**src/rtl/quadratic_bspline_tessellator_defines.svh**
```systemverilog
// Assertion macros used by the tessellator sequencer.
`ifndef QUADRATIC_BSPLINE_TESSELLATOR_DEFINES_SVH
`define QUADRATIC_BSPLINE_TESSELLATOR_DEFINES_SVH

`ifndef NO_ASSERTIONS
`define QBT_ASSERT_IMPL(lbl, clk, rst_n, ante, cons) \
  lbl: assert property (@(posedge clk) disable iff (!rst_n) (ante) |-> (cons)) \
    else $error("tessellator assertion failed");
`define QBT_ASSERT_NEXT(lbl, clk, rst_n, ante, cons) \
  lbl: assert property (@(posedge clk) disable iff (!rst_n) (ante) |=> (cons)) \
    else $error("tessellator assertion failed");
`else
`define QBT_ASSERT_IMPL(lbl, clk, rst_n, ante, cons)
`define QBT_ASSERT_NEXT(lbl, clk, rst_n, ante, cons)
`endif

`endif

```
**src/rtl/qbt_pkg.sv**
```systemverilog
// Constants, weight tables and types of the quadratic B-spline tessellator.
`default_nettype none

package qbt_pkg;

  localparam int COORD_W  = 32;
  localparam int SAMPLES  = 20;
  localparam int WFRAC    = 16;
  localparam int WW       = WFRAC + 1;
  localparam int PW       = COORD_W + WW + 1;
  localparam int AW       = PW + 2;
  localparam int IDXW     = $clog2(SAMPLES + 1);

  localparam logic [IDXW-1:0] PASS_IDX    = IDXW'(SAMPLES);
  localparam logic [IDXW-1:0] LAST_SAMPLE = IDXW'(SAMPLES - 1);

  localparam longint S2    = longint'(SAMPLES) * longint'(SAMPLES);
  localparam longint S2X2  = 2 * S2;
  localparam longint ONE_L = longint'(1) << WFRAC;

  typedef logic [SAMPLES:0][WW-1:0] wtab_t;

  function automatic longint outer_w(input longint num);
    return (num * ONE_L + S2) / S2X2;
  endfunction

  function automatic wtab_t build_w0();
    wtab_t tab;
    for (int k = 0; k <= SAMPLES; k++) begin
      if (k == SAMPLES) begin
        tab[k] = '0;
      end else begin
        tab[k] = WW'(outer_w(longint'(SAMPLES - k) * longint'(SAMPLES - k)));
      end
    end
    return tab;
  endfunction

  function automatic wtab_t build_w2();
    wtab_t tab;
    for (int k = 0; k <= SAMPLES; k++) begin
      if (k == SAMPLES) begin
        tab[k] = WW'(ONE_L);
      end else begin
        tab[k] = WW'(outer_w(longint'(k) * longint'(k)));
      end
    end
    return tab;
  endfunction

  function automatic wtab_t build_w1();
    wtab_t tab;
    for (int k = 0; k <= SAMPLES; k++) begin
      if (k == SAMPLES) begin
        tab[k] = '0;
      end else begin
        tab[k] = WW'(ONE_L - outer_w(longint'(SAMPLES - k) * longint'(SAMPLES - k))
                 - outer_w(longint'(k) * longint'(k)));
      end
    end
    return tab;
  endfunction

  localparam wtab_t W0_TAB = build_w0();
  localparam wtab_t W1_TAB = build_w1();
  localparam wtab_t W2_TAB = build_w2();

  typedef struct packed {
    logic                      valid;
    logic signed [COORD_W-1:0] x0;
    logic signed [COORD_W-1:0] y0;
    logic signed [COORD_W-1:0] x1;
    logic signed [COORD_W-1:0] y1;
    logic signed [COORD_W-1:0] x2;
    logic signed [COORD_W-1:0] y2;
    logic [IDXW-1:0]           idx;
    logic                      run_end;
    logic                      curve_end;
  } issue_t;

endpackage

`default_nettype wire

```
**src/rtl/qbt_point_if.sv**
```systemverilog
// Control point request channel.
`default_nettype none

interface qbt_point_if;
  import qbt_pkg::*;

  logic                      valid;
  logic                      ready;
  logic signed [COORD_W-1:0] point_x;
  logic signed [COORD_W-1:0] point_y;
  logic                      final_point;

  modport source (output valid, output point_x, output point_y, output final_point,
                  input ready);
  modport sink (input valid, input point_x, input point_y, input final_point,
                output ready);
endinterface

`default_nettype wire

```
**src/rtl/qbt_seq.sv**
```systemverilog
// Control point window, curve state and per-sample issue sequencer.
`default_nettype none

`include "quadratic_bspline_tessellator_defines.svh"

module qbt_seq (
  input  wire logic         clk_i,
  input  wire logic         rst_ni,
  qbt_point_if.sink         in_i,
  input  wire logic         adv_i,
  output qbt_pkg::issue_t   issue_o
);
  import qbt_pkg::*;

  localparam logic [1:0] PTS_NONE = 2'd0;
  localparam logic [1:0] PTS_ONE  = 2'd1;
  localparam logic [1:0] PTS_TWO  = 2'd2;

  logic signed [COORD_W-1:0] older_x_q, older_x_d, older_y_q, older_y_d;
  logic signed [COORD_W-1:0] newer_x_q, newer_x_d, newer_y_q, newer_y_d;
  logic [1:0]                pts_q, pts_d;

  logic                      busy_q, busy_d;
  logic [IDXW-1:0]           cnt_q, cnt_d;
  logic                      fin_q, fin_d;
  logic signed [COORD_W-1:0] wo_x_q, wo_x_d, wo_y_q, wo_y_d;
  logic signed [COORD_W-1:0] wn_x_q, wn_x_d, wn_y_q, wn_y_d;
  logic signed [COORD_W-1:0] wp_x_q, wp_x_d, wp_y_q, wp_y_d;

  logic fire, last, accept, needs_issue;

  assign fire        = busy_q && adv_i;
  assign last        = (cnt_q == PASS_IDX) || ((cnt_q == LAST_SAMPLE) && !fin_q);
  assign in_i.ready  = !busy_q || (adv_i && last);
  assign accept      = in_i.valid && in_i.ready;
  assign needs_issue = (pts_q != PTS_ONE) || in_i.final_point;

  always_comb begin
    older_x_d = older_x_q;
    older_y_d = older_y_q;
    newer_x_d = newer_x_q;
    newer_y_d = newer_y_q;
    pts_d     = pts_q;
    busy_d    = busy_q;
    cnt_d     = cnt_q;
    fin_d     = fin_q;
    wo_x_d    = wo_x_q;
    wo_y_d    = wo_y_q;
    wn_x_d    = wn_x_q;
    wn_y_d    = wn_y_q;
    wp_x_d    = wp_x_q;
    wp_y_d    = wp_y_q;

    if (fire) begin
      if (last) begin
        busy_d = 1'b0;
      end else if (cnt_q == LAST_SAMPLE) begin
        cnt_d = PASS_IDX;
      end else begin
        cnt_d = cnt_q + 1'b1;
      end
    end

    if (accept) begin
      busy_d = needs_issue;
      cnt_d  = (pts_q == PTS_TWO) ? '0 : PASS_IDX;
      fin_d  = in_i.final_point;
      wo_x_d = older_x_q;
      wo_y_d = older_y_q;
      wn_x_d = newer_x_q;
      wn_y_d = newer_y_q;
      wp_x_d = in_i.point_x;
      wp_y_d = in_i.point_y;
      if (in_i.final_point) begin
        older_x_d = '0;
        older_y_d = '0;
        newer_x_d = '0;
        newer_y_d = '0;
        pts_d     = PTS_NONE;
      end else begin
        older_x_d = newer_x_q;
        older_y_d = newer_y_q;
        newer_x_d = in_i.point_x;
        newer_y_d = in_i.point_y;
        if (pts_q != PTS_TWO) begin
          pts_d = pts_q + 1'b1;
        end
      end
    end
  end

  always_ff @(posedge clk_i or negedge rst_ni) begin
    if (!rst_ni) begin
      older_x_q <= '0;
      older_y_q <= '0;
      newer_x_q <= '0;
      newer_y_q <= '0;
      pts_q     <= PTS_NONE;
      busy_q    <= 1'b0;
      cnt_q     <= '0;
      fin_q     <= 1'b0;
    end else begin
      older_x_q <= older_x_d;
      older_y_q <= older_y_d;
      newer_x_q <= newer_x_d;
      newer_y_q <= newer_y_d;
      pts_q     <= pts_d;
      busy_q    <= busy_d;
      cnt_q     <= cnt_d;
      fin_q     <= fin_d;
    end
  end

  always_ff @(posedge clk_i) begin
    wo_x_q <= wo_x_d;
    wo_y_q <= wo_y_d;
    wn_x_q <= wn_x_d;
    wn_y_q <= wn_y_d;
    wp_x_q <= wp_x_d;
    wp_y_q <= wp_y_d;
  end

  always_comb begin
    issue_o.valid     = busy_q;
    issue_o.x0        = wo_x_q;
    issue_o.y0        = wo_y_q;
    issue_o.x1        = wn_x_q;
    issue_o.y1        = wn_y_q;
    issue_o.x2        = wp_x_q;
    issue_o.y2        = wp_y_q;
    issue_o.idx       = cnt_q;
    issue_o.run_end   = last;
    issue_o.curve_end = (cnt_q == PASS_IDX) && fin_q;
  end

  `QBT_ASSERT_IMPL(a_pts_range, clk_i, rst_ni, 1'b1, pts_q != 2'd3)
  `QBT_ASSERT_NEXT(a_final_clears, clk_i, rst_ni, accept && in_i.final_point, pts_q == PTS_NONE)
  `QBT_ASSERT_NEXT(a_final_pass, clk_i, rst_ni, fire && (cnt_q == LAST_SAMPLE) && fin_q,
                   busy_q && (cnt_q == PASS_IDX))
  `QBT_ASSERT_IMPL(a_idx_range, clk_i, rst_ni, busy_q, cnt_q <= PASS_IDX)

endmodule

`default_nettype wire

```
**src/flat_wrapper.sv**
```systemverilog
// flat-port wrapper written by rule: the top's interface ports become plain ports
module qbt_seq_flat import qbt_pkg::*;
  (clk_i, rst_ni, adv_i, issue_o, in_i_valid, in_i_point_x, in_i_point_y, in_i_final_point, in_i_ready);
  qbt_point_if in_i_i ();
  input  wire logic clk_i;
  input  wire logic rst_ni;
  input  wire logic adv_i;
  output qbt_pkg::issue_t issue_o;
  input wire logic [$bits(in_i_i.valid)-1:0] in_i_valid;
  input wire logic [$bits(in_i_i.point_x)-1:0] in_i_point_x;
  input wire logic [$bits(in_i_i.point_y)-1:0] in_i_point_y;
  input wire logic [$bits(in_i_i.final_point)-1:0] in_i_final_point;
  output wire logic [$bits(in_i_i.ready)-1:0] in_i_ready;
  assign in_i_i.valid = in_i_valid;
  assign in_i_i.point_x = in_i_point_x;
  assign in_i_i.point_y = in_i_point_y;
  assign in_i_i.final_point = in_i_final_point;
  assign in_i_ready = in_i_i.ready;
  qbt_seq u_core (.clk_i(clk_i), .rst_ni(rst_ni), .in_i(in_i_i), .adv_i(adv_i), .issue_o(issue_o));
endmodule
```
**config.mk**
```make
export PLATFORM = sky130hd
export DESIGN_NAME = qbt_seq_flat
export DESIGN_NICKNAME = d
export VERILOG_FILES = /design/src/rtl/qbt_pkg.sv /design/src/rtl/qbt_point_if.sv /design/src/rtl/qbt_seq.sv /design/src/flat_wrapper.sv
export VERILOG_INCLUDE_DIRS = /design/src /design/src/rtl
export SDC_FILE = /design/constraint.sdc
export NUM_CORES = 1
export LEC_CHECK = 0
export BUFFER_PORTS_ARGS = -buffer_cell sky130_fd_sc_hd__buf_4
export CAP_MARGIN = 10
export CORE_ASPECT_RATIO = 0.6
export CORE_MARGIN = 8
export CORE_UTILIZATION = 48
export DETAILED_ROUTE_END_ITERATION = 8
export HOLD_SLACK_MARGIN = 0.15
export PLACE_DENSITY_LB_ADDON = 0.1
export SLEW_MARGIN = 20
export SYNTH_ARGS = -nofsm -noshare
export SYNTH_HDL_FRONTEND = slang
export SYNTH_SLANG_ARGS = --single-unit
```
**constraint.sdc**
```tcl
create_clock -name clk_i -period 3.99 [get_ports clk_i]
set_clock_uncertainty 0.15 [all_clocks]
set_input_delay 0.798 -clock clk_i [delete_from_list [all_inputs] [get_ports clk_i]]
set_output_delay 0.798 -clock clk_i [all_outputs]
set_load 0.05 [all_outputs]
```
Yosys cells after proc, flatten, opt, wreduce, memory -nomap -nowiden
Cells that the tools add are included.
{ "totals": {"register_bits": 329, "inputBits": 69, "out_inout_bits": 201} }
{ "op_classes": {"n_eq_ne": 6, "reduce_logical": 16, "n_addsub": 2, "muxes": 14} }
{ "ops": {"columns": ["operator", "n"], "rows": [
  ["2-to-1 mux 32 bit", 4],
  ["2-to-1 mux 5 bit", 5],
  ["equality test 5 bit (second input constant)", 2],
  ["AND reduction 2 bit", 3],
  ["nonzero test 2 bit", 3],
  ["adder 5 x 1 -> 5 bit (second input constant)", 1],
  ["logical AND 1 bit", 5],
  ["2-to-1 mux 2 bit", 2],
  ["inequality test 2 bit (second input constant)", 2],
  ["logical OR 1 bit", 3],
  ["2-to-1 mux 1 bit", 3],
  ["adder 2 x 1 -> 2 bit (second input constant)", 1],
  ["equality test 2 bit (second input constant)", 1],
  ["zero test 1 bit", 2],
  ["inequality test 2 x 1 -> 1 bit (second input constant)", 1]
]} }

Depth between registers and ports, before layout
{ "logic_depth": {"ltp_word": 8, "depth_mapped": 10, "ltp_nobuf": 8} }

Worst setup path after synthesis
Ideal clock, no wire load.
{ "synth_path": {"kind": "reg-to-reg", "from": "register u_core.cnt_q[0]", "to": "register u_core.cnt_q[2]", "t_arrival_ns": 5.154, "stages_incl_launch_ff": 9, "setup_slack_ns": -1.436, "synth_period_minus_slack_ns": 5.426, "setup_ns": 0.121, "path_buffers": 1, "cell_sequence": "dfrtp_1 ha_1 or3b_4 a221oi_2 nand2_2 buf_6 inv_2 o21ai_0 a22o_1"} }
{ "synth_via": {"elab_chain_cells": 8, "word_cells_on_any_way": 15, "classes_between": "1 x add/sub; 3 x eq/ne; 4 x mux; 7 x reduce/logical"} }
{ "synth_rtl": {"columns": ["element", "line_no", "rtl"], "rows": [
  ["start: declaration", "qbt_seq.sv:24", "logic [IDXW-1:0] cnt_q, cnt_d;"],
  ["start signal: assignment", "qbt_seq.sv:109", "cnt_q <= cnt_d;"],
  ["equality test 5 bit", "qbt_seq.sv:33", "assign last = (cnt_q == PASS_IDX) || ((cnt_q == LAST_SAMPLE) && !fin_q);"],
  ["logical AND 1 bit", "qbt_seq.sv:33", null],
  ["logical OR 1 bit *", "qbt_seq.sv:33", null],
  ["logical AND 1 bit *", "qbt_seq.sv:34", "assign in_i.ready = !busy_q || (adv_i && last);"],
  ["logical OR 1 bit *", "qbt_seq.sv:34", null],
  ["named net in_i_ready", "flat_wrapper.sv:13", "output wire logic [$bits(in_i_i.ready)-1:0] in_i_ready;"],
  ["logical AND 1 bit *", "qbt_seq.sv:35", "assign accept = in_i.valid && in_i.ready;"],
  ["named net u_core.accept", "qbt_seq.sv:30", "logic fire, last, accept, needs_issue;"],
  ["inequality test 2 bit (no line) / nonzero test 2 bit (equally long branches)", null, null],
  ["AND reduction 2 bit (no line)", null, null]
]} }
The timed path passes the listed nets; every way through them passes the cells marked *. The select of a mux whose other input is x is not followed.
A chain may end at the register's enable or synchronous reset.

Final worst setup path
{ "layout_path": {"from": "register u_core.cnt_q[0]", "to": "output in_i_ready"} }
{ "layout_via": {"elab_chain_cells": 5, "word_cells_on_any_way": 6, "classes_between": "2 x eq/ne; 4 x reduce/logical"} }
{ "layout_rtl": {"columns": ["element", "line_no"], "rows": [
  ["equality test 5 bit", "qbt_seq.sv:33"],
  ["logical AND 1 bit", "qbt_seq.sv:33"],
  ["logical OR 1 bit *", "qbt_seq.sv:33"],
  ["logical AND 1 bit *", "qbt_seq.sv:34"],
  ["logical OR 1 bit *", "qbt_seq.sv:34"],
  ["end: declaration", "flat_wrapper.sv:13"]
]} }
Every way passes the cells marked *; elsewhere a longest branch is shown, timed or not.

==> impl_metrics.xml <==
<?xml version="1.0" encoding="UTF-8"?>
<metrics>
  <group name="route">
    <metric name="detail_route.wirelength" unit="um">25900</metric>
    <metric name="detail-route-antenna-nets" unit="">0</metric>
    <metric name="drt-vias-per-instance" unit="">4.78</metric>
    <metric name="remaining_drc_errors" unit="">0</metric>
    <metric name="dr_total_vias" unit="">6795</metric>
    <metric name="drt_first_iter_violations" unit="">483</metric>
    <metric name="drt_wl_cell" unit="um">18.2</metric>
    <metric name="firstDrtPassIters" unit="">4</metric>
  </group>
  <group name="clock_network">
    <metric name="clock_path_buffers" unit="">3</metric>
    <metric name="cts_inserted_buffers" unit="">28</metric>
    <metric name="cts.sink_count" unit="">329</metric>
    <metric name="clock_insertion_delay_worst_skew" unit="ns">0.54</metric>
    <metric name="post_cts_buffers" unit="">0</metric>
    <metric name="cts_tree" unit="">built</metric>
    <metric name="clk_pin_slew_worst_paths" unit="ns">0.07</metric>
    <metric name="cts-htree-levels" unit="">1</metric>
    <metric name="ctsRootBufferMaster" unit="">sky130_fd_sc_hd__clkbuf_16</metric>
  </group>
  <group name="power">
    <metric name="peakVddDrop" unit="uV">343</metric>
    <metric name="p_seq_share" unit="%">53.9</metric>
    <metric name="power.leakage" unit="uW">0.00617</metric>
    <metric name="share_comb_of_total_power" unit="%">8.5</metric>
    <metric name="p_sw_share" unit="%">23.5</metric>
    <metric name="clock_power_share" unit="%">37.6</metric>
    <metric name="p_int" unit="uW">5960</metric>
    <metric name="power.switching" unit="uW">1830</metric>
    <metric name="power_density" unit="nW/um^2">519</metric>
  </group>
  <group name="worst_setup_path">
    <metric name="critPathRequiredTime" unit="ns">3.04</metric>
    <metric name="crit_start_category" unit="">flop</metric>
    <metric name="worst_path_largest_cell_delay" unit="ns">0.51</metric>
    <metric name="path_class" unit="">flop to output pin</metric>
    <metric name="ff2ff_setup_slack" unit="ns">0.82</metric>
    <metric name="path_cells" unit="">ha_1, or3b_4, a221oi_2, buf_4</metric>
    <metric name="critPathBufInv" unit="">1</metric>
    <metric name="arrival" unit="ns">2.40</metric>
    <metric name="cp_max_stage_cell" unit="">sky130_fd_sc_hd__a221oi_2</metric>
    <metric name="end_kind" unit="">output pin</metric>
    <metric name="crit_fanout" unit="">5</metric>
    <metric name="critical_path.top_delay_family" unit="">compound AO/OA/AOI/OAI gates</metric>
  </group>
  <group name="die">
    <metric name="rows" unit="">44</metric>
    <metric name="io_pins" unit="">270</metric>
    <metric name="start_util" unit="%">48.6</metric>
    <metric name="die_area" unit="sq um">29900</metric>
    <metric name="coreArea" unit="sq um">24100</metric>
    <metric name="die_w" unit="um">218</metric>
    <metric name="die_height" unit="um">137</metric>
  </group>
  <group name="placed_design">
    <metric name="place_congestion" unit="">0.797</metric>
    <metric name="port_buffers" unit="">269</metric>
    <metric name="dp_slack" unit="ns">0.812</metric>
    <metric name="dpl-instance-area" unit="sq um">14000</metric>
    <metric name="hpwlAfterDp" unit="um">17600</metric>
  </group>
  <group name="layout">
    <metric name="fill_cells" unit="">1929</metric>
    <metric name="num-nets-final" unit="">1152</metric>
    <metric name="post-route-cell-area" unit="sq um">15000</metric>
    <metric name="final_layout_size_suffix_gt1_share" unit="%">30.1</metric>
    <metric name="diodes" unit="">0</metric>
    <metric name="layout.area.seq" unit="sq um">9190</metric>
    <metric name="areaGrowthSynthToFinish" unit="%">28.2</metric>
    <metric name="multi_input_comb_area" unit="sq um">2240</metric>
  </group>
  <group name="synth">
    <metric name="post-synth-top-count-cell" unit="">sky130_fd_sc_hd__edfxtp_1</metric>
    <metric name="synth.area.top_cells" unit="">sky130_fd_sc_hd__edfxtp_1 (49%), sky130_fd_sc_hd__dfrtp_1 (29%), sky130_fd_sc_hd__nand2b_1 (6.9%)</metric>
    <metric name="synth_nets" unit="">884</metric>
    <metric name="post_synth_instance_area" unit="sq um">11700</metric>
    <metric name="syn-instance-count" unit="">811</metric>
    <metric name="postSynthRegisterBits" unit="">329</metric>
    <metric name="yosys_warnings" unit="">0</metric>
    <metric name="synth_enable_flop_cells" unit="">192</metric>
    <metric name="synth_top_area_cell" unit="">sky130_fd_sc_hd__edfxtp_1</metric>
    <metric name="dominantRegCellSynth" unit="">sky130_fd_sc_hd__edfxtp_1</metric>
    <metric name="synth_common_cells" unit="">sky130_fd_sc_hd__edfxtp_1 (192), sky130_fd_sc_hd__dfrtp_1 (137), sky130_fd_sc_hd__nand2_1 (132), sky130_fd_sc_hd__nand2b_1 (130), sky130_fd_sc_hd__o21ai_1 (120)</metric>
    <metric name="yosysTopAreaCellShare" unit="%">49.2</metric>
    <metric name="seq_area_frac_synth" unit="%">78.4</metric>
    <metric name="synthesis.area_per_instance" unit="sq um">14.5</metric>
    <metric name="async_reset_ff_share" unit="%">41.6</metric>
    <metric name="ys_types" unit="">33</metric>
  </group>
  <group name="sta">
    <metric name="period_minus_slack" unit="ns">3.35</metric>
    <metric name="max_clock_freq" unit="GHz">0.298</metric>
    <metric name="final_hold_violation_count" unit="">0</metric>
    <metric name="slew_headroom" unit="%">40.6</metric>
    <metric name="layout_setup_ws" unit="ns">0.637</metric>
    <metric name="worst_hold_slack" unit="ns">0.285</metric>
    <metric name="setup_tns" unit="ns">0</metric>
    <metric name="final-max-slew-violation-count" unit="">0</metric>
    <metric name="setup-violations-final" unit="">0</metric>
    <metric name="period_utilization" unit="%">84.0</metric>
    <metric name="grt_setup_unrepaired" unit="">false</metric>
    <metric name="worst-slew-pin-transition" unit="ns">0.891</metric>
  </group>
  <group name="grt">
    <metric name="largest_net_degree_at_the_start_of_global_routing" unit="">97</metric>
    <metric name="globalRoute.totalOverflow" unit="">0</metric>
    <metric name="first_global_vias" unit="">6886</metric>
    <metric name="grt_first_pass_wirelength" unit="um">40200</metric>
    <metric name="grt_antenna_before_repair" unit="">0</metric>
    <metric name="globalRouteTotalUtil" unit="%">17.0</metric>
  </group>
  <group name="hold_path">
    <metric name="min-delay-path-class" unit="">primary input to flop</metric>
  </group>
  <group name="outcome">
    <metric name="status" unit="">finished clean</metric>
  </group>
  <group name="flow_run">
    <metric name="cap_viol_max_count" unit="">0</metric>
  </group>
</metrics>
[cell usage in the layout (no fill, tap or decap), types with 2 or more instances in the layout]
| cell | synthesis | layout |
|---|---|---|
| sky130_fd_sc_hd__ha_1 | 4 | 4 |
| sky130_fd_sc_hd__bufinv_16 | 0 | 6 |
| sky130_fd_sc_hd__and3_1 | 2 | 2 |
| sky130_fd_sc_hd__dfrtp_1 | 137 | 137 |
| sky130_fd_sc_hd__clkinv_2 | 0 | 8 |
| sky130_fd_sc_hd__edfxtp_1 | 192 | 192 |
| sky130_fd_sc_hd__buf_12 | 0 | 3 |
| sky130_fd_sc_hd__nand2b_1 | 130 | 130 |
| sky130_fd_sc_hd__clkinvlp_4 | 0 | 2 |
| sky130_fd_sc_hd__clkbuf_16 | 0 | 29 |
| sky130_fd_sc_hd__clkinv_1 | 0 | 5 |
| sky130_fd_sc_hd__inv_1 | 8 | 8 |
| sky130_fd_sc_hd__a21o_1 | 3 | 3 |
| sky130_fd_sc_hd__nor3_1 | 2 | 2 |
| sky130_fd_sc_hd__o21ai_1 | 120 | 120 |
| sky130_fd_sc_hd__nor2_1 | 4 | 4 |
| sky130_fd_sc_hd__nand2_1 | 132 | 132 |
| sky130_fd_sc_hd__o21ai_0 | 14 | 14 |
| sky130_fd_sc_hd__buf_4 | 2 | 277 |
| sky130_fd_sc_hd__o22ai_1 | 3 | 3 |
[state kept, by name (all words and copies together), names as in the netlist]
| register | flops |
|---|---|
| u_core.newer_x_q | 32 |
| u_core.newer_y_q | 32 |
| u_core.older_x_q | 32 |
| u_core.older_y_q | 32 |
| u_core.wn_x_q | 32 |
| u_core.wn_y_q | 32 |
| u_core.wo_x_q | 32 |
| u_core.wo_y_q | 32 |
| u_core.wp_x_q | 32 |
| u_core.wp_y_q | 32 |
| u_core.cnt_q | 5 |
| u_core.pts_q | 2 |
| u_core.busy_q | 1 |
| u_core.fin_q | 1 |
[path summary, 6_finish.rpt]
kind | endpoint | from | depth (start not counted)
min in group asynchronous | u_core.newer_x_q[4] | rst_ni | 2
hold reg to reg | u_core.wo_x_q[1] | u_core.older_x_q[1] | 0
max in group asynchronous | u_core.older_x_q[23] | rst_ni | 3
hold / removal | u_core.wp_x_q[5] | in_i_point_x[5] | 1
setup / recovery | in_i_ready | u_core.cnt_q[0] | 4
setup reg to reg | u_core.wo_x_q[25] | u_core.cnt_q[0] | 6
[through the flow]
stage | total power, uW | instances | util [%]
after floorplan | 4640 | 811 | -
after global placement | 4910 | 1370 | 58.2
after detailed placement | 4940 | 1370 | 58.2
after CTS | 7880 | 1423 | 62.4
after global routing | 8130 | 1423 | 62.4
final | 7800 | 1423 | 62.4
[metal layers]
metal / track usage, % / up-vias / wire length, um
met1: 23.8 / 3282 / 11900
met4: 3.75 / 0 / 413
met5: 0 / - / 0
met3: 5.06 / 33 / 1670
met2: 26.1 / 148 / 12000
li1: - / 3332 / -
[area by class of cell]
type                            count  area share (%)
Inverter                            9           0.275
Timing Repair Buffer              282            14.4
Tap cell                          322            2.68
Multi-Input combinational cell    429            14.9
Clock buffer                       31            4.94
Clock inverter                     21            1.69
Sequential cell                   329            61.1
[power by group through the flow]
stage	Combinational (uW)	Sequential [uW]	Clock (uW)
final	660	4210	2930
after global routing	757	4250	3130
after CTS	674	4200	3010
after detailed placement	669	4270	0
after global placement	647	4260	0
after floorplan	364	4270	0
[cell families (layout without fill, tap and decap cells)]
family | after synthesis | count (layout) | share of synthesized area (%)
DFF | 329 | 329 | 78.4
adders and majority gates | 4 | 4 | 0.427
and+or+nand+nor | 278 | 278 | 11.9
AOI/OAI and AO/OA | 146 | 146 | 6.54
buffers and inverters | 53 | 343 | 2.61
muxes | 1 | 1 | 0.0853
[timing repair]
item | in CTS | in global routing
gates resized for setup | 0 | 0
hold buffers | 1 | 0
endpoints found under the hold margin | 1 | 0
Power figures use the tool's default switching activity.
